==> src/design/dcn_pkg.sv <==
// ----------------------------------------------------------------------------
// dcn_pkg
// Types and constants shared by the daisy chain RGB LED node.
// ----------------------------------------------------------------------------
`default_nettype none

package dcn_pkg;

  localparam int unsigned DataW = 8;
  localparam int unsigned PdataW = 32;
  localparam int unsigned PaddrW = 3;
  localparam int unsigned FifoDepthDefault = 2;

  localparam logic [DataW-1:0] PeriodReset = 8'd255;
  localparam logic [DataW-1:0] LengthAdjust = 8'd3;

  // Opcode of an input item
  localparam logic OpByte = 1'b0;
  localparam logic OpTick = 1'b1;

  // Register word index (paddr above the byte lane bits)
  localparam logic [PaddrW-3:0] RegPwmPeriod = 1'b0;

  typedef struct packed {
    logic             opcode;
    logic [DataW-1:0] rx_byte;
  } in_item_t;

  typedef struct packed {
    logic             tx_valid;
    logic [DataW-1:0] tx_byte;
    logic             red_pin;
    logic             green_pin;
    logic             blue_pin;
  } out_item_t;

  typedef enum logic [2:0] {
    CMD_FWD,
    CMD_RED,
    CMD_GREEN,
    CMD_BLUE,
    CMD_TICK
  } cmd_kind_e;

  typedef struct packed {
    cmd_kind_e        kind;
    logic [DataW-1:0] data;
  } cmd_t;

endpackage

`default_nettype wire

==> src/design/dcn_queue.sv <==
// ----------------------------------------------------------------------------
// dcn_queue
// Short register queue of classified commands between front and back.
// ----------------------------------------------------------------------------
`default_nettype none

module dcn_queue #(
  parameter int unsigned Depth = dcn_pkg::FifoDepthDefault
) (
  input  wire logic          clk_i,
  input  wire logic          rst_ni,
  input  wire logic          push_i,
  input  wire dcn_pkg::cmd_t push_cmd_i,
  output logic               full_o,
  input  wire logic          pop_i,
  output logic               valid_o,
  output dcn_pkg::cmd_t      pop_cmd_o
);

  localparam int unsigned PtrW = (Depth > 1) ? $clog2(Depth) : 1;
  localparam int unsigned CntW = $clog2(Depth + 1);
  localparam logic [PtrW-1:0] LastPtr = PtrW'(Depth - 1);
  localparam logic [CntW-1:0] FullCnt = CntW'(Depth);

  dcn_pkg::cmd_t   entries_q [Depth];
  logic [PtrW-1:0] wr_ptr_q, wr_ptr_d;
  logic [PtrW-1:0] rd_ptr_q, rd_ptr_d;
  logic [CntW-1:0] count_q, count_d;
  logic            do_push, do_pop;

  assign full_o    = (count_q == FullCnt);
  assign valid_o   = (count_q != '0);
  assign pop_cmd_o = entries_q[rd_ptr_q];
  assign do_push   = push_i && !full_o;
  assign do_pop    = pop_i && valid_o;

  always_comb begin
    wr_ptr_d = wr_ptr_q;
    rd_ptr_d = rd_ptr_q;
    count_d  = count_q;
    if (do_push) begin
      wr_ptr_d = (wr_ptr_q == LastPtr) ? '0 : wr_ptr_q + 1'b1;
    end
    if (do_pop) begin
      rd_ptr_d = (rd_ptr_q == LastPtr) ? '0 : rd_ptr_q + 1'b1;
    end
    if (do_push && !do_pop) begin
      count_d = count_q + 1'b1;
    end else if (do_pop && !do_push) begin
      count_d = count_q - 1'b1;
    end
  end

  always_ff @(posedge clk_i or negedge rst_ni) begin
    if (!rst_ni) begin
      wr_ptr_q <= '0;
      rd_ptr_q <= '0;
      count_q  <= '0;
    end else begin
      wr_ptr_q <= wr_ptr_d;
      rd_ptr_q <= rd_ptr_d;
      count_q  <= count_d;
    end
  end

  always_ff @(posedge clk_i) begin
    if (do_push) begin
      entries_q[wr_ptr_q] <= push_cmd_i;
    end
  end

endmodule

`default_nettype wire

==> src/design/dcn_front.sv <==
// ----------------------------------------------------------------------------
// dcn_front
// Accepts input items, tracks the packet byte index and classifies each
// item into a forward, duty or tick command for the back end.
// ----------------------------------------------------------------------------
`default_nettype none

module dcn_front (
  input  wire logic              clk_i,
  input  wire logic              rst_ni,
  input  wire logic              in_valid_i,
  input  wire dcn_pkg::in_item_t in_data_i,
  output logic                   in_stall_o,
  input  wire logic              q_full_i,
  output logic                   q_push_o,
  output dcn_pkg::cmd_t          q_cmd_o
);

  logic [dcn_pkg::DataW-1:0] byte_index_q, byte_index_d;
  logic [dcn_pkg::DataW-1:0] packet_length_q, packet_length_d;
  logic [dcn_pkg::DataW-1:0] length_now;
  logic                      is_byte;

  assign in_stall_o = q_full_i;
  assign q_push_o   = in_valid_i && !q_full_i;
  assign is_byte    = (in_data_i.opcode == dcn_pkg::OpByte);

  // The length byte itself decides where its own packet ends
  assign length_now = (byte_index_q == '0) ? in_data_i.rx_byte : packet_length_q;

  always_comb begin
    q_cmd_o.kind = dcn_pkg::CMD_TICK;
    q_cmd_o.data = in_data_i.rx_byte;
    if (is_byte) begin
      case (byte_index_q)
        8'd0: begin
          q_cmd_o.kind = dcn_pkg::CMD_FWD;
          q_cmd_o.data = in_data_i.rx_byte - dcn_pkg::LengthAdjust;
        end
        8'd1:    q_cmd_o.kind = dcn_pkg::CMD_RED;
        8'd2:    q_cmd_o.kind = dcn_pkg::CMD_GREEN;
        8'd3:    q_cmd_o.kind = dcn_pkg::CMD_BLUE;
        default: q_cmd_o.kind = dcn_pkg::CMD_FWD;
      endcase
    end
  end

  always_comb begin
    byte_index_d    = byte_index_q;
    packet_length_d = packet_length_q;
    if (q_push_o && is_byte) begin
      packet_length_d = length_now;
      byte_index_d    = (byte_index_q == length_now - 8'd1) ? '0 : byte_index_q + 8'd1;
    end
  end

  always_ff @(posedge clk_i or negedge rst_ni) begin
    if (!rst_ni) begin
      byte_index_q    <= '0;
      packet_length_q <= '0;
    end else begin
      byte_index_q    <= byte_index_d;
      packet_length_q <= packet_length_d;
    end
  end

endmodule

`default_nettype wire

==> src/design/dcn_back.sv <==
// ----------------------------------------------------------------------------
// dcn_back
// Executes classified commands: duty updates, PWM counter ticks and byte
// forwarding, into a registered output stage.
// ----------------------------------------------------------------------------
`default_nettype none

module dcn_back (
  input  wire logic                      clk_i,
  input  wire logic                      rst_ni,
  input  wire logic [dcn_pkg::DataW-1:0] pwm_period_i,
  input  wire logic                      q_valid_i,
  input  wire dcn_pkg::cmd_t             q_cmd_i,
  output logic                           q_pop_o,
  output logic                           out_valid_o,
  output dcn_pkg::out_item_t             out_data_o,
  input  wire logic                      out_stall_i
);

  logic [dcn_pkg::DataW-1:0] red_q, red_d;
  logic [dcn_pkg::DataW-1:0] green_q, green_d;
  logic [dcn_pkg::DataW-1:0] blue_q, blue_d;
  logic [dcn_pkg::DataW-1:0] count_q, count_d;
  logic                      out_valid_q, out_valid_d;
  dcn_pkg::out_item_t        out_data_q, result;

  // Advance when the output register is empty or being drained
  assign q_pop_o     = q_valid_i && (!out_valid_q || !out_stall_i);
  assign out_valid_d = q_pop_o || (out_valid_q && out_stall_i);
  assign out_valid_o = out_valid_q;
  assign out_data_o  = out_data_q;

  always_comb begin
    red_d           = red_q;
    green_d         = green_q;
    blue_d          = blue_q;
    count_d         = count_q;
    result.tx_valid = 1'b0;
    result.tx_byte  = '0;
    case (q_cmd_i.kind)
      dcn_pkg::CMD_FWD: begin
        result.tx_valid = 1'b1;
        result.tx_byte  = q_cmd_i.data;
      end
      dcn_pkg::CMD_RED:   red_d   = q_cmd_i.data;
      dcn_pkg::CMD_GREEN: green_d = q_cmd_i.data;
      dcn_pkg::CMD_BLUE:  blue_d  = q_cmd_i.data;
      dcn_pkg::CMD_TICK:  count_d = (count_q >= pwm_period_i) ? '0 : count_q + 8'd1;
      default: ;
    endcase
    result.red_pin   = (count_d >= red_d) && (count_d < pwm_period_i);
    result.green_pin = (count_d >= green_d) && (count_d < pwm_period_i);
    result.blue_pin  = (count_d >= blue_d) && (count_d < pwm_period_i);
  end

  always_ff @(posedge clk_i or negedge rst_ni) begin
    if (!rst_ni) begin
      red_q       <= '0;
      green_q     <= '0;
      blue_q      <= '0;
      count_q     <= '0;
      out_valid_q <= 1'b0;
    end else begin
      out_valid_q <= out_valid_d;
      if (q_pop_o) begin
        red_q   <= red_d;
        green_q <= green_d;
        blue_q  <= blue_d;
        count_q <= count_d;
      end
    end
  end

  always_ff @(posedge clk_i) begin
    if (q_pop_o) begin
      out_data_q <= result;
    end
  end

endmodule

`default_nettype wire

==> src/design/daisy_chain_rgb_pwm_node.sv <==
// ----------------------------------------------------------------------------
// daisy_chain_rgb_pwm_node
// One node of a daisy chain of RGB LEDs with a three channel PWM output.
// ----------------------------------------------------------------------------
// Input channel (in_valid_i / in_stall_o) carries serial bytes and PWM ticks.
// Each accepted item yields exactly one result on the output channel
// (out_valid_o / out_stall_i): the forwarded byte, if any, and the three pin
// levels after the item. The front end tracks the packet byte index and
// classifies items; a queue of FifoDepth entries feeds the back end, which
// holds the duties, the PWM counter and the output register.
// An accepted item is written into the queue and then popped into the output
// register, which drives the result until the receiver takes it.
// Throughput: one item per cycle while the receiver does not stall, limited by the single output register.
// When the receiver stalls, the output register holds its result, the queue
// fills and in_stall_o rises once FifoDepth items wait.
// Reset clears the byte index, packet length, duties and counter, sets
// pwm_period to 255 and empties the queue and output stage.
// pwm_period sits at word 0 (byte addresses 0 to 3) of the APB port; pready is always high.
// ----------------------------------------------------------------------------
`default_nettype none

module daisy_chain_rgb_pwm_node #(
  parameter int unsigned FifoDepth = dcn_pkg::FifoDepthDefault
) (
  input  wire logic                       clk_i,
  input  wire logic                       rst_ni,
  input  wire logic                       in_valid_i,
  input  wire dcn_pkg::in_item_t          in_data_i,
  output logic                            in_stall_o,
  output logic                            out_valid_o,
  output dcn_pkg::out_item_t              out_data_o,
  input  wire logic                       out_stall_i,
  input  wire logic                       psel,
  input  wire logic                       penable,
  input  wire logic                       pwrite,
  input  wire logic [dcn_pkg::PaddrW-1:0] paddr,
  input  wire logic [dcn_pkg::PdataW-1:0] pwdata,
  output logic      [dcn_pkg::PdataW-1:0] prdata,
  output logic                            pready
);

  logic [dcn_pkg::DataW-1:0] pwm_period_q;
  logic                      q_full, q_push, q_valid, q_pop, sel_period;
  dcn_pkg::cmd_t             push_cmd, pop_cmd;

  assign pready     = 1'b1;
  assign sel_period = (paddr[dcn_pkg::PaddrW-1:2] == dcn_pkg::RegPwmPeriod);
  assign prdata     = sel_period ? {{(dcn_pkg::PdataW - dcn_pkg::DataW){1'b0}}, pwm_period_q}
                                 : '0;

  always_ff @(posedge clk_i or negedge rst_ni) begin
    if (!rst_ni) begin
      pwm_period_q <= dcn_pkg::PeriodReset;
    end else if (psel && penable && pwrite && pready && sel_period) begin
      pwm_period_q <= pwdata[dcn_pkg::DataW-1:0];
    end
  end

  dcn_front u_front (
    .clk_i      (clk_i),
    .rst_ni     (rst_ni),
    .in_valid_i (in_valid_i),
    .in_data_i  (in_data_i),
    .in_stall_o (in_stall_o),
    .q_full_i   (q_full),
    .q_push_o   (q_push),
    .q_cmd_o    (push_cmd)
  );

  dcn_queue #(
    .Depth (FifoDepth)
  ) u_queue (
    .clk_i      (clk_i),
    .rst_ni     (rst_ni),
    .push_i     (q_push),
    .push_cmd_i (push_cmd),
    .full_o     (q_full),
    .pop_i      (q_pop),
    .valid_o    (q_valid),
    .pop_cmd_o  (pop_cmd)
  );

  dcn_back u_back (
    .clk_i        (clk_i),
    .rst_ni       (rst_ni),
    .pwm_period_i (pwm_period_q),
    .q_valid_i    (q_valid),
    .q_cmd_i      (pop_cmd),
    .q_pop_o      (q_pop),
    .out_valid_o  (out_valid_o),
    .out_data_o   (out_data_o),
    .out_stall_i  (out_stall_i)
  );

endmodule

`default_nettype wire

==> config.mk <==
export PLATFORM = sky130hd
export DESIGN_NAME = daisy_chain_rgb_pwm_node
export DESIGN_NICKNAME = d
export VERILOG_FILES = /design/src/design/dcn_pkg.sv /design/src/design/dcn_queue.sv /design/src/design/dcn_front.sv /design/src/design/dcn_back.sv /design/src/design/daisy_chain_rgb_pwm_node.sv
export SDC_FILE = /design/constraint.sdc
export NUM_CORES = 1
export LEC_CHECK = 0
export ABC_CLOCK_PERIOD_IN_PS = 9670
export BUFFER_PORTS_ARGS = -buffer_cell sky130_fd_sc_hd__buf_2
export CAP_MARGIN = 40
export CORE_ASPECT_RATIO = 1.2
export CORE_MARGIN = 2
export CORE_UTILIZATION = 57
export CTS_BUF_LIST = sky130_fd_sc_hd__clkbuf_16
export CTS_CLUSTER_SIZE = 30
export DETAILED_ROUTE_END_ITERATION = 8
export GPL_ROUTABILITY_DRIVEN = 0
export HOLD_SLACK_MARGIN = 0.15
export MAX_ROUTING_LAYER = met4
export PLACE_DENSITY = 0.78
export SYNTH_ARGS = -nofsm -noshare
export SYNTH_HDL_FRONTEND = slang
export SYNTH_SLANG_ARGS = --single-unit
==> constraint.sdc <==
create_clock -name clk_i -period 9.67 [get_ports clk_i]
set_clock_uncertainty 0.1 [all_clocks]
set_input_delay 1.934 -clock clk_i [delete_from_list [all_inputs] [get_ports clk_i]]
set_output_delay 1.934 -clock clk_i [all_outputs]
set_load 0.02 [all_outputs]
==> results.md <==
* Status: complete, no violations
* Critical Path Source: paddr[2]
* Clk Latency, worst-skew pair at 0.34 ns
* Most Frequent Cell on Critical Path: buf_2
* Worst r2r dst: u_back.out_data_o[1]$_DFFE_PP_
* ANT cells at 0
* WHS Path Cells at 2
* Root Buffer: clkbuf_16
* Router iterations before antenna repair at 5
* Fill count at 824
* Reg2reg start: u_queue.rd_ptr_q$_DFFE_PN0P_
* Postcts setup bufs at 0
* Worst-path clk slew at 0.06 ns
* Synthesized flop and latch total at 95
* Largest net degree at the start of global routing at 62
* Average size of a mapped cell at 9.699 um^2
* Final ANT Viol Nets at 0
* DP Wirelength at 8791 um
* Synth Instances at 600
* Wire length per cell at 15.83 um
* Fin crit share at 0.4570
* R2R setup slack at 5.61 ns
* Unique masters post-synth at 54
* Floorplan core area at 9960 um^2
* CTS Buffer Depth at 2
* CP max-delay cell: buf_2
* Static Leak at 2.814 nW
* CTS tree: built
* Crit. End Element: output pin
* Worst-path maximum fanout at 9
* Worst Path Class, Setup: input pin to output pin
* Area Overhead vs Synth at 8.407%
* DRC viols at 0
* Fin Setup TNS at 0 ns
* Num Clock Sinks at 95
* Slowest Stage Delay on Critical Path at 0.18 ns
* Input/output buffers at 46
* R2R depth at 10
* Register Area at 2557 um^2
* RSZ-0062 raised after global routing: no
* Hold path endpoint: u_back.red_q[7]$_DFFE_PN0P_
* Vias at 4501
* Slew Limit Fails at 0
* Worst path cell trace: buf_2 -> nor2_1 -> buf_2
* Gr usage total at 0.2379
* Min-Delay Startpoint: u_back.red_q[7]$_DFFE_PN0P_
* Post-CTS resize count at 0
* CP required at 7.64 ns
* Pwr per Cell Area at 293.6 nW/um^2
* # setup viols final at 0
* Main synth FF type: dfrtp_1
* Setup WS pre-CTS at 5.249 ns
* Final Hold Viols at 0
* Power consumption at 1.852 mW
* Synthesis Warnings at 0
* Total congestion overflow at 0
* First-pass GRT wire length at 19690 um
* Std-Cell Rows at 40
* Max-cap violations at 0
* Vias per inst at 5.868
* Starting density of the core at 0.5843
* F_max at 0.2263 GHz
* Final core occ at 0.6334
* Vias in the first global route at 4300
* Die area at 11040 um^2
* Post-synth ARST share at 0.6421
* Final wirelength at 12140 um
* VDD IR max at 0.1708 mV
* Commonest non-fill, non-tap cell in the layout: nor2_1
* DIE WIDTH at 96.24 um
* Fraction of layout cells with a size suffix above 1 at 0.1544
* H-tree level count at 3
* TritonCTS buffer count at 9
* Initial antenna violation count at 0
* Final WS setup at 5.250 ns
* Worst path arrival time at 2.39 ns
* Number of synthesized flops with an enable pin at 34
* Hold buffer count at CTS at 0
* IO Count at 98
* Setup crit start kind: input pin
* Sequential area share after synthesis at 0.4395
* Leading cell types in the layout, fill and taps excluded: nor2_1, o21ai_0, dfrtp_1
* Slew @ Worst Pin at 0.8484 ns
* Min-Delay Path Class: flop to flop
* Rel. slew slack at 0.4284
* Initial drt markers at 246
* Worst hold slack at 0.3830 ns
* Final min period at 4.420 ns
* Cell area after synthesis at 5819 um^2
* Die H at 114.7 um
* Area of the multi-input gates at 2974 um^2
* Final Net Count at 731
layer usage:
layer,vias to the layer above,track usage,routed length [um]
met5,-,-,0
met4,0,0.09619,318
met3,28,0.05398,677
met2,149,0.3977,6321
met1,2153,0.2737,4826
li1,2171,-,-
cells in the mapped netlist (14+ instances only):
cell	number	share of area
inv_1	18	0.012
clkbuf_1	16	0.010
o21ai_0	65	0.056
a21oi_1	33	0.028
xnor2_1	14	0.021
dfrtp_1	53	0.23
ha_1	44	0.095
edfxtp_1	34	0.18
mux2_2	16	0.031
nand2_1	50	0.032
nor2_1	70	0.045
buf_4	28	0.036
kinds of logic after synthesis:
family / count (synthesis) / share of synthesized area
AO/OA/AOI/OAI: 145 / 0.1456
AND/OR/NAND/NOR: 196 / 0.1679
other: 2 / 0.001291
adder cells (fa/ha/maj): 44 / 0.09460
XOR/XNOR: 23 / 0.03462
multiplexers: 28 / 0.05160
buffers and inverters: 67 / 0.06493
flip-flops: 95 / 0.4395
worst max path at each step:
stage | to | slack (ns)
after global placement | prdata[2] | 5.28
final | prdata[6] | 5.25
after detailed placement | prdata[6] | 5.25
after CTS | prdata[6] | 5.25
after floorplan | prdata[0] | 5.21
after global routing | prdata[0] | 5.21
power by group:
| part | leakage [nW] | internal, mW | switching (mW) |
|---|---|---|---|
| sequential | 1.09 | 0.574 | 0.102 |
| combinational | 1.58 | 0.321 | 0.515 |
| clock | 0.145 | 0.196 | 0.143 |
| total | 2.81 | 1.09 | 0.761 |
worst max-delay path, delay by kind of cell:
kind / cells / cell delay (ns)
AND/OR/NAND/NOR: 1 / 0.12
buffers and inverters: 2 / 0.33
cell type report:
cell class / instances / area share
clock buffers: 9 / 0.03570
repair buffers: 51 / 0.04284
inverters: 18 / 0.01071
multi-input cells: 461 / 0.4714
flip-flops and latches: 95 / 0.4054
well taps: 126 / 0.02499
clock inverters: 7 / 0.008925
state kept, by name, summed over array words and instances, names as in the netlist:
signal,count
u_queue.entries_q,22
u_queue.count_q,2
u_back.blue_q,8
u_queue.rd_ptr_q,1
u_back.out_valid_o,1
u_back.green_q,8
u_queue.wr_ptr_q,1
u_front.packet_length_q,8
u_back.count_q,8
pwm_period_q,8
u_back.out_data_o,12
u_front.byte_index_q,8
u_back.red_q,8
metrics by stage:
stage / instances / area (um^2)
after floorplan: 623 / 5906
after global placement: 748 / 6002
after detailed placement: 750 / 6015
after CTS: 766 / 6296
after global routing: 767 / 6309
final: 767 / 6309
(Power assumes the default switching activity.)
